### src/kvt_pkg.sv
// ----------------------------------------------------------------------------
// kvt_pkg
// Shared types, codes and sizes for the key/value table core and its cells.
// ----------------------------------------------------------------------------
`default_nettype none

package kvt_pkg;

  localparam int unsigned KeyW        = 32;
  localparam int unsigned ValW        = 32;
  localparam int unsigned ModeW       = 3;
  localparam int unsigned IdxW        = 6;
  localparam int unsigned StW         = 2;
  localparam int unsigned CntOutW     = 7;
  localparam int unsigned DefCapacity = 64;

  localparam logic [ModeW-1:0] ModePut    = 3'd0;
  localparam logic [ModeW-1:0] ModeAcc    = 3'd1;
  localparam logic [ModeW-1:0] ModeLookup = 3'd2;
  localparam logic [ModeW-1:0] ModeRemove = 3'd3;
  localparam logic [ModeW-1:0] ModeRead   = 3'd4;

  localparam logic [StW-1:0] StOk       = 2'd0;
  localparam logic [StW-1:0] StNotFound = 2'd1;
  localparam logic [StW-1:0] StFull     = 2'd2;
  localparam logic [StW-1:0] StEmpty    = 2'd3;

  typedef struct packed {
    logic [ModeW-1:0]       mode;
    logic [KeyW-1:0]        key;
    logic signed [ValW-1:0] value;
    logic [IdxW-1:0]        index;
  } kvt_req_t;

  typedef struct packed {
    logic [StW-1:0]         status;
    logic                   found;
    logic [KeyW-1:0]        key_out;
    logic signed [ValW-1:0] value_out;
    logic [CntOutW-1:0]     entry_count;
  } kvt_rsp_t;

  // broadcast to every cell in the compare cycle
  typedef struct packed {
    logic            en;
    logic            by_pos;
    logic [KeyW-1:0] key;
  } kvt_cmp_t;

  // broadcast to every cell in the update cycle
  typedef struct packed {
    logic            wr_en;
    logic [KeyW-1:0] key;
    logic [ValW-1:0] value;
  } kvt_upd_t;

endpackage

`default_nettype wire

### src/kvt_cell.sv
// ----------------------------------------------------------------------------
// kvt_cell
// One table entry: key and value registers, a local key compare and the
// shift path from the next cell used to close the gap on remove.
// ----------------------------------------------------------------------------
`default_nettype none

module kvt_cell (
  input  wire logic                     clk_i,
  input  wire logic                     rst_ni,
  input  wire kvt_pkg::kvt_cmp_t        cmp_i,
  input  wire kvt_pkg::kvt_upd_t        upd_i,
  input  wire logic                     valid_i,
  input  wire logic                     pos_sel_i,
  input  wire logic                     append_i,
  input  wire logic                     shift_i,
  input  wire logic [kvt_pkg::KeyW-1:0] nxt_key_i,
  input  wire logic [kvt_pkg::ValW-1:0] nxt_value_i,
  output logic      [kvt_pkg::KeyW-1:0] key_o,
  output logic      [kvt_pkg::ValW-1:0] value_o,
  output logic                          hit_o
);
  import kvt_pkg::*;

  logic [KeyW-1:0] key_q;
  logic [ValW-1:0] value_q;
  logic            hit_q, hit_d;

  always_comb begin
    hit_d = hit_q;
    if (cmp_i.en) begin
      hit_d = valid_i && (cmp_i.by_pos ? pos_sel_i : (key_q == cmp_i.key));
    end
  end

  always_ff @(posedge clk_i or negedge rst_ni) begin
    if (!rst_ni) begin
      hit_q <= 1'b0;
    end else begin
      hit_q <= hit_d;
    end
  end

  // entries are not reset; validity comes from the table's fill count
  always_ff @(posedge clk_i) begin
    priority if (shift_i) begin
      key_q   <= nxt_key_i;
      value_q <= nxt_value_i;
    end else if (append_i) begin
      key_q   <= upd_i.key;
      value_q <= upd_i.value;
    end else if (upd_i.wr_en && hit_q) begin
      value_q <= upd_i.value;
    end
  end

  assign key_o   = key_q;
  assign value_o = value_q;
  assign hit_o   = hit_q;

endmodule

`default_nettype wire

### config.mk
export PLATFORM = sky130hd
export DESIGN_NAME = kvt_cell
export DESIGN_NICKNAME = d
export VERILOG_FILES = /design/src/kvt_pkg.sv /design/src/kvt_cell.sv
export SDC_FILE = /design/constraint.sdc
export NUM_CORES = 1
export LEC_CHECK = 0
export BUFFER_PORTS_ARGS = -buffer_cell sky130_fd_sc_hd__buf_2
export CORE_AREA = 2 2 97 99
export CTS_BUF_LIST = sky130_fd_sc_hd__clkbuf_8
export DETAILED_ROUTE_END_ITERATION = 6
export DIE_AREA = 0 0 99 101
export GPL_TIMING_DRIVEN = 0
export PLACE_DENSITY = 0.73
export SYNTH_ARGS = -nofsm -noshare
export SYNTH_HDL_FRONTEND = slang
export SYNTH_SLANG_ARGS = --single-unit
### constraint.sdc
create_clock -name clk_i -period 1.4 [get_ports clk_i]
set_input_delay 0.07 -clock clk_i [delete_from_list [all_inputs] [get_ports clk_i]]
set_output_delay 0.07 -clock clk_i [all_outputs]
set_load 0.005 [all_outputs]
==> run_results.csv, run 1 <==
group,metric,value,unit
clocking,htree_levels,3,
routing,drt_iter0_markers,64,
floorplan,fp.coreArea,8980,µm²
clocking,clk_latency,320,ps
routing,wl,8.48,mm
worst_setup_path,crit_type,"reg -> reg",
power,p_per_area,1040,nW/µm²
sta,setup_viol,1,
synth,synth_cell_types,15,
synth,ys_ff_latch,65,
global_route,grt_max_degree,34,
clocking,cts_tree,"done",
min_path,min_to,"value_o[5]",
final_layout,fin_nets,599,
min_path,min_path_cells,2,
routing,drt-wirelength-per-cell,15.5,µm
worst_setup_path,worst_r2r_path_depth,5,
routing,num_vias,2508,
min_path,hold_path_class,"in -> reg",
clocking,clock-root-buffer,"clkbuf_8",
worst_setup_path,crit_path_start,"key_o[15]",
power,peakVddDrop,0.539,mV
min_path,hold_start,"upd_i[5]",
clocking,cts_buffer_depth,2,
worst_setup_path,r2r_slack,-60,ps
global_route,grt_pass1_wl,12.5,mm
global_route,grt-ovfl-total,0,
sta,tightest_slew,454,ps
worst_setup_path,timing.rr.end,"hit_o",
sta,setup_ws,-64.0,ps
worst_setup_path,cp.required,1650,ps
placement,io_buffers,232,
synth,yosysSeqAreaShare,0.631,
synth,synth_area,3090,µm²
routing,final_antenna_net_count,0,
synth,synth_top_area_cell,"edfxtp_1",
global_route,antenna_found_initial,0,
sta,hold_viol_final,0,
clocking,numCtsBuffers,9,
sta,min_period_over_period,1.05,
routing,via_per_inst,4.59,
sta,fin_worst_skew,10.2,ps
synth,synth_area_leaders,"edfxtp_1 62%, mux2_2 23%, xnor2_1 6.8%",
sta,rsz0062_at_grt,"yes",
global_route,grt_use_total,0.163,
sta,max_slew_margin,0.698,
floorplan,initial_core_util,0.344,
final_layout,drive_gt1_frac,0.731,
worst_setup_path,cp.arrival,1710,ps
global_route,grt_pass1_vias,2589,
status,violations,"negative setup slack",
flow_run,cap_violations,0,
placement,hpwl,6.80,mm
floorplan,die_x,99,µm
clocking,cts.sinks,65,
synth,yosys_warnings,0,
sta,fmax,683,MHz
synth,syn-num-nets,355,
power,cellLeakagePower,2.08,nW
routing,drt-pass1-iter-count,3,
routing,drc,0,
placement,gp_congestion,0.770,
worst_setup_path,path_max_fanout,2,
worst_setup_path,endpoint_kind,"flip-flop",
clocking,clk_pin_slew_worst_paths,70,ps
synth,syn_inst,186,
sta,hold_slack,39.3,ps
power,power,4.81,mW
sta,maxSlewViolCount,0,
synth,yosysTopAreaCellShare,0.623,
floorplan,die_area,10000,µm²
floorplan,num_rows,35,
worst_setup_path,cp-start-kind,"flip-flop",
sta,setup_tns,-64.0,ps
final_layout,utilization,0.512,
final_layout,area_delta_synth_final,49.0,%
synth,syn_avg_cell_area,16.6,µm²
worst_setup_path,reg2reg_from,"key_o[15]",
status,status,"finished, violations left",
final_layout,antenna_cells,0,
sta,period_minus_slack,1460,ps
floorplan,die_h,101,µm
floorplan,pin_count,234,
final_layout,nFillCells,775,
## synthesized netlist by cell type
cell / instances
nand4_1: 6
xnor2_1: 24
mux2_2: 64
edfxtp_1: 64
nand3_1: 3
dfrtp_1: 1
a21o_1: 1
xor2_1: 8
o21ai_0: 1
nor3_1: 1
nand2_1: 1
buf_2: 7
or2_2: 1
o21ai_1: 1
nor4_1: 3
## final cells by class
type                            count  area, µm²  area share
Sequential cell                    65       1950       0.423
Timing Repair Buffer              233       1170       0.255
Multi-Input combinational cell    114       1130       0.246
Tap cell                          111        139      0.0302
Clock buffer                        9        124      0.0269
Clock inverter                      7       55.1      0.0120
Buffer                              7       35.0     0.00761
## where the power goes
| group | switching (mW) | leakage [nW] | total, mW | internal [mW] |
|---|---|---|---|---|
| Sequential | 0.0940 | 0.667 | 2.47 | 2.37 |
| Clock | 0.680 | 0.104 | 1.47 | 0.792 |
| Combinational | 0.352 | 1.31 | 0.867 | 0.516 |
| Total | 1.13 | 2.08 | 4.81 | 3.68 |
## state kept, by name, indices dropped and copies added, names as in the netlist
name and cells:
hit_o 1, key_o 32, value_o 32
## repair_timing
item,in CTS,in global routing
hold endpoints to repair,1,0
pin swaps,2,1
buffers inserted,0,0
endpoints found under the setup margin,1,1
resized for setup,2,0
hold buffers,1,0
gates cloned,0,0
## stage by stage
stage | instances | cell area [µm²] | worst slack, ps
6_report | 546 | 4600 | -64.0
5_1_grt | 546 | 4600 | -207
4_1_cts | 546 | 4600 | -117
3_5_place_dp | 529 | 4400 | -274
3_3_place_gp | 529 | 4400 | -200
2_1_floorplan | 186 | 3100 | 147
## worst max-delay path, cell delays in order (launching register included)
cell,delay [ps]
edfxtp_1,400
xnor2_1,160
nand4_1,180
nor4_4,350
nand4_1,130
o21ai_1,160
## kinds of logic (layout without fill, tap and decap cells)
family	Yosys count	count (layout)	synth area share
compound gates	3	3	0.00567
xor+xnor	32	32	0.0908
buf+inv	7	256	0.0113
flops	65	65	0.631
mux	64	64	0.233
simple gates	15	15	0.0280
## cells in the final DEF (no fill, tap or decap)
| master | count |
|---|---|
| a21o_4 | 1 |
| buf_2 | 239 |
| bufinv_16 | 1 |
| clkbuf_8 | 9 |
| clkinv_1 | 1 |
| clkinv_2 | 2 |
| dfrtp_1 | 1 |
| dlygate4sd3_1 | 1 |
| edfxtp_1 | 64 |
| inv_1 | 3 |
| mux2_2 | 64 |
| nand2_1 | 1 |
| nand3_1 | 3 |
| nand4_1 | 6 |
| nor3_1 | 1 |
| nor4_1 | 2 |
| nor4_4 | 1 |
| o21ai_0 | 1 |
| o21ai_1 | 1 |
| or2_4 | 1 |
| xnor2_1 | 24 |
| xor2_1 | 8 |
## worst max path at each step
| stage | endpoint | slack [ps] | cells past startpoint |
|---|---|---|---|
| final | hit_o | -60 | 5 |
| after floorplan | value_o[0] | 150 | 3 |
| after global routing | hit_o | -210 | 5 |
| after detailed placement | hit_o | -270 | 5 |
| after CTS | hit_o | -120 | 5 |
| after global placement | hit_o | -200 | 5 |
## layer usage
layer / routed length, µm / global-route usage
met1: 3160 / 0.182
met2: 4430 / 0.297
met3: 759 / 0.0479
met4: 129 / 0.0558
met5: 0 / 0
No activity file was read; power rests on OpenSTA's default activity.
==> run 2: changes to the inputs <==
==> constraint.sdc (replaced) <==
create_clock -name clk_i -period 1.4 [get_ports clk_i]
set_input_delay 0.21 -clock clk_i [delete_from_list [all_inputs] [get_ports clk_i]]
set_output_delay 0.21 -clock clk_i [all_outputs]
set_load 0.005 [all_outputs]
==> run_results.csv, run 2 (synthesized netlist as in run 1, its figures left out) <==
group,metric,value,unit
status,status,"finished, violations left",
status,violations,"negative setup slack",
final_layout,fin_nets,600,
power,p_per_area,1050,nW/µm²
sta,tightest_slew,416,ps
placement,gp_congestion,0.770,
clocking,cts_tree,"done",
sta,hold_viol_final,0,
worst_setup_path,worst_r2r_path_depth,5,
sta,fmax,680,MHz
routing,wl_met1,3.24,mm
power,power,4.82,mW
clocking,numCtsBuffers,9,
global_route,grt-ovfl-total,0,
floorplan,die_area,10000,µm²
worst_setup_path,cp-start-kind,"flip-flop",
worst_setup_path,path_depth,5,
worst_setup_path,critPathBufInv,0,
worst_setup_path,endpoint_kind,"flip-flop",
clocking,clk_pin_slew_worst_paths,70,ps
clocking,cts_buffer_depth,2,
floorplan,die_h,101,µm
routing,drc,0,
worst_setup_path,crit_path_max_incr_delay,400,ps
global_route,antenna_found_initial,0,
worst_setup_path,cpMostUsedCell,"nand4_1",
clocking,clock-root-buffer,"clkbuf_8",
sta,hold_slack,178,ps
flow_run,cap_violations,0,
clocking,clk_latency,330,ps
final_layout,most-common-layout-cells,"239 x buf_2, 64 x mux2_2, 64 x edfxtp_1, 24 x xnor2_1, 9 x clkbuf_8",
sta,maxSlewViolCount,0,
routing,drt-wirelength-per-cell,15.8,µm
global_route,grt_max_degree,34,
worst_setup_path,timing.rr.end,"hit_o",
placement,place_ws,-352,ps
routing,top_layer,"met4",
final_layout,area_delta_synth_final,49.3,%
worst_setup_path,reg2reg_from,"key_o[15]",
worst_setup_path,cp.arrival,1720,ps
worst_setup_path,crit_end,"hit_o",
final_layout,multi_input_area,1140,µm²
sta,period_minus_slack,1470,ps
floorplan,initial_core_util,0.344,
floorplan,die_x,99,µm
sta,min_period_over_period,1.05,
sta,setup_tns,-69.6,ps
routing,wl,8.63,mm
final_layout,drive_gt1_frac,0.732,
placement,io_buffers,232,
worst_setup_path,cpLargestDelayFamily,"simple AND/OR/NAND/NOR gates",
final_layout,layout_commonest_cell,"buf_2",
worst_setup_path,cp.required,1650,ps
placement,place_inst,529,
worst_setup_path,cpMaxStageDelayCell,"edfxtp_1",
sta,rsz0062_at_grt,"yes",
final_layout,seq_area,1950,µm²
clocking,cts.sinks,65,
sta,setup_viol,1,
worst_setup_path,crit_type,"reg -> reg",
floorplan,num_rows,35,
sta,max_slew_margin,0.723,
routing,met3_length,769,µm
placement,hpwl,6.80,mm
floorplan,fp.coreArea,8980,µm²
worst_setup_path,path_max_fanout,2,
sta,setup_ws,-69.6,ps
clocking,post_cts_buffers,0,
global_route,grt_pass1_vias,2589,
final_layout,fin_cells,547,
worst_setup_path,crit_path_start,"key_o[15]",
final_layout,nFillCells,776,
global_route,grt_use_total,0.163,
worst_setup_path,r2r_slack,-70,ps
routing,drt_iter0_markers,68,
routing,dr_wl_met2,4.48,mm
routing,drt-pass1-iter-count,4,
worst_setup_path,crit_chain,"xnor2_1 > nand4_1 > nor4_4 > nand4_1 > o21ai_1",
routing,final_antenna_net_count,0,
power,peakVddDrop,0.538,mV
power,cellLeakagePower,2.09,nW
min_path,hold_path_class,"in -> reg",
global_route,grt_pass1_wl,12.5,mm
floorplan,pin_count,234,
clocking,htree_levels,3,
final_layout,antenna_cells,0,
routing,num_vias,2532,
sta,fin_worst_skew,11.8,ps
routing,via_per_inst,4.63,
run 2: cell type report:
class,instances,area share
repair buffers,233,0.254
clock buffers,9,0.0269
plain buffers,7,0.00760
clock inverters,7,0.0120
flip-flops and latches,65,0.423
multi-input cells,115,0.247
well taps,111,0.0301
run 2: timing repair:
action | CTS | global route
hold buffers | 1 | 0
endpoints found under the setup margin | 1 | 33
pin swaps | 2 | 2
gates cloned | 0 | 1
gates resized for setup | 2 | 0
endpoints found under the hold margin | 1 | 0
run 2: worst min-delay path by stage:
stage / from / slack [ps] / to / cells past startpoint
2_1_floorplan: rst_ni / -90 / hit_o / 0
3_3_place_gp: rst_ni / -10 / hit_o / 1
3_5_place_dp: rst_ni / -10 / hit_o / 1
4_1_cts: upd_i[5] / 160 / value_o[5] / 2
5_1_grt: nxt_value_i[11] / 160 / value_o[11] / 2
6_report: upd_i[5] / 180 / value_o[5] / 2
run 2: power by group:
part | switching [mW] | internal [mW] | leakage [nW]
Combinational | 0.355 | 0.517 | 1.32
Sequential | 0.0939 | 2.37 | 0.667
Clock | 0.685 | 0.792 | 0.104
run 2: stage by stage:
stage | cell area, µm² | utilization
6_report | 4610 | 0.513
5_1_grt | 4610 | 0.513
4_1_cts | 4600 | 0.512
3_5_place_dp | 4400 | 0.490
3_3_place_gp | 4400 | 0.490
2_1_floorplan | 3100 | -
run 2: routing by layer:
layer | global-route usage | vias up
met2 | 0.297 | 146
met5 | 0 | -
met4 | 0.0558 | 0
met1 | 0.182 | 1170
met3 | 0.0479 | 11
li1 | - | 1205
==> run 3: changes to the inputs <==
Settings changed: PLACE_DENSITY 0.73 to 0.7.
Clock period 1.4 ns to 1.5 ns, I/O delays scaled along.
==> run_results.csv, run 3 (synthesized netlist as in run 1, its figures left out) <==
group,metric,value,unit
status,status,"finished, violations left",
status,violations,"negative setup slack",
sta,maxSlewViolCount,0,
final_layout,area_delta_synth_final,50.1,%
floorplan,die_h,101,µm
worst_setup_path,r2r_slack,-40,ps
sta,min_period_over_period,1.03,
clocking,cts.sinks,65,
sta,hold_slack,166,ps
routing,num_vias,2496,
sta,period_minus_slack,1540,ps
final_layout,nFillCells,823,
worst_setup_path,worst_r2r_path_depth,5,
global_route,grt_pass1_vias,2639,
min_path,hold_start,"cmp_i[33]",
worst_setup_path,cpLargestDelayFamily,"simple AND/OR/NAND/NOR gates",
sta,setup_ws,-38.9,ps
final_layout,most-common-layout-cells,"239 x buf_2, 64 x mux2_2, 64 x edfxtp_1, 24 x xnor2_1, 9 x clkbuf_8",
clocking,cts_buffer_depth,2,
clocking,numCtsBuffers,9,
final_layout,final_cell_area,4630,µm²
power,swShare,0.230,
placement,placed_area,4400,µm²
worst_setup_path,cp.required,1760,ps
placement,io_buffers,232,
final_layout,fin_nets,599,
clocking,clk_latency,330,ps
final_layout,drive_gt1_frac,0.733,
sta,fmax,650,MHz
global_route,grt_use_total,0.169,
sta,hold_viol_final,0,
sta,fin_worst_skew,16.9,ps
clocking,cts_tree,"done",
clocking,clk_pin_slew_worst_paths,80,ps
power,switchingPower,1.08,mW
power,peakVddDrop,0.490,mV
min_path,hold_path_class,"in -> reg",
final_layout,layout_commonest_cell,"buf_2",
worst_setup_path,crit_path_max_incr_delay,420,ps
final_layout,antenna_cells,0,
power,p_per_area,1010,nW/µm²
placement,gp_congestion,0.850,
clocking,htree_levels,3,
worst_setup_path,path_max_fanout,2,
worst_setup_path,cp.arrival,1800,ps
global_route,antenna_found_initial,1,
worst_setup_path,critPathBufInv,0,
worst_setup_path,timing.rr.end,"hit_o",
worst_setup_path,cp-start-kind,"flip-flop",
worst_setup_path,cpMostUsedCell,"nand4_1",
power,combPwrFrac,0.173,
worst_setup_path,cpMaxStageDelayCell,"edfxtp_1",
placement,hpwl,6.93,mm
worst_setup_path,reg2reg_from,"key_o[29]",
clocking,clock-root-buffer,"clkbuf_8",
routing,drc,0,
floorplan,initial_core_util,0.344,
power,cellLeakagePower,2.09,nW
routing,via_per_inst,4.57,
routing,final_antenna_net_count,0,
sta,setup_tns,-38.9,ps
routing,wl,8.58,mm
floorplan,die_x,99,µm
clocking,post_cts_buffers,0,
worst_setup_path,crit_chain,"xnor2_1 > nand4_1 > nor4_4 > nand4_1 > o21ai_1",
power,power.share.sequential,0.490,
global_route,grt_pass1_wl,12.7,mm
worst_setup_path,endpoint_kind,"flip-flop",
power,pwr-share-clk,0.337,
global_route,grt-ovfl-total,0,
worst_setup_path,crit_type,"reg -> reg",
power,p_int,3.62,mW
floorplan,pin_count,234,
power,power,4.70,mW
sta,max_slew_margin,0.693,
flow_run,cap_violations,0,
sta,tightest_slew,461,ps
routing,drt-pass1-iter-count,5,
floorplan,die_area,10000,µm²
floorplan,num_rows,35,
placement,place_ws,-321,ps
routing,drt_iter0_markers,47,
min_path,min_to,"hit_o",
routing,drt-wirelength-per-cell,15.7,µm
sta,rsz0062_at_grt,"yes",
sta,setup_viol,1,
floorplan,fp.coreArea,8980,µm²
min_path,min_path_cells,3,
global_route,grt_max_degree,34,
-- run 3: how the worst max path moves through the flow --
| stage | startpoint | to | slack [ps] | cells past startpoint |
|---|---|---|---|---|
| finish | key_o[29] | hit_o | -40 | 5 |
| global route | key_o[29] | hit_o | -150 | 5 |
| CTS | key_o[31] | hit_o | -40 | 5 |
| detailed placement | key_o[29] | hit_o | -320 | 5 |
| global placement | key_o[29] | hit_o | -260 | 5 |
| floorplan | shift_i | value_o[0] | 90 | 3 |
-- run 3: layer usage --
layer | share of wire | wire length, µm | up-vias | GRT usage
li1 | - | - | 1199 | -
met1 | 0.37 | 3210 | 1151 | 0.182
met2 | 0.52 | 4500 | 138 | 0.314
met3 | 0.093 | 799 | 6 | 0.0624
met4 | 0.0059 | 51 | 2 | 0.0411
met5 | 0.0015 | 13 | - | 0
-- run 3: worst register-to-register path: cells and delay by family, from the launching register on --
kind,cells,cell delay (ps)
compound gates,1,150
flops,1,420
xor+xnor,1,170
simple gates,3,730
-- run 3: repair_timing --
action	4_1_cts	5_1_grt
hold buffers	1	0
endpoints found under the setup margin	1	1
hold endpoints to repair	1	0
resized for setup	2	0
pin swaps	3	3
-- run 3: metrics by stage --
| step | utilization | std cells |
|---|---|---|
| floorplan | - | 186 |
| global placement | 0.490 | 529 |
| detailed placement | 0.490 | 529 |
| CTS | 0.516 | 546 |
| global route | 0.516 | 546 |
| finish | 0.516 | 546 |
-- run 3: layout make-up --
class,count,area [µm²],share of cell area
multi-input cells,114,1130,0.244
well taps,111,139,0.0300
flip-flops and latches,65,1950,0.420
clock buffers,9,124,0.0267
repair buffers,233,1170,0.253
plain buffers,7,35.0,0.00756
clock inverters,7,87.6,0.0189
-- run 3: power by group through the flow --
stage	registers (mW)	logic [mW]	clock network, mW
5_1_grt	2.33	0.892	1.71
2_1_floorplan	2.36	0.319	0
4_1_cts	2.31	0.829	1.62
6_report	2.30	0.812	1.58
3_3_place_gp	2.34	0.802	0
3_5_place_dp	2.35	0.816	0
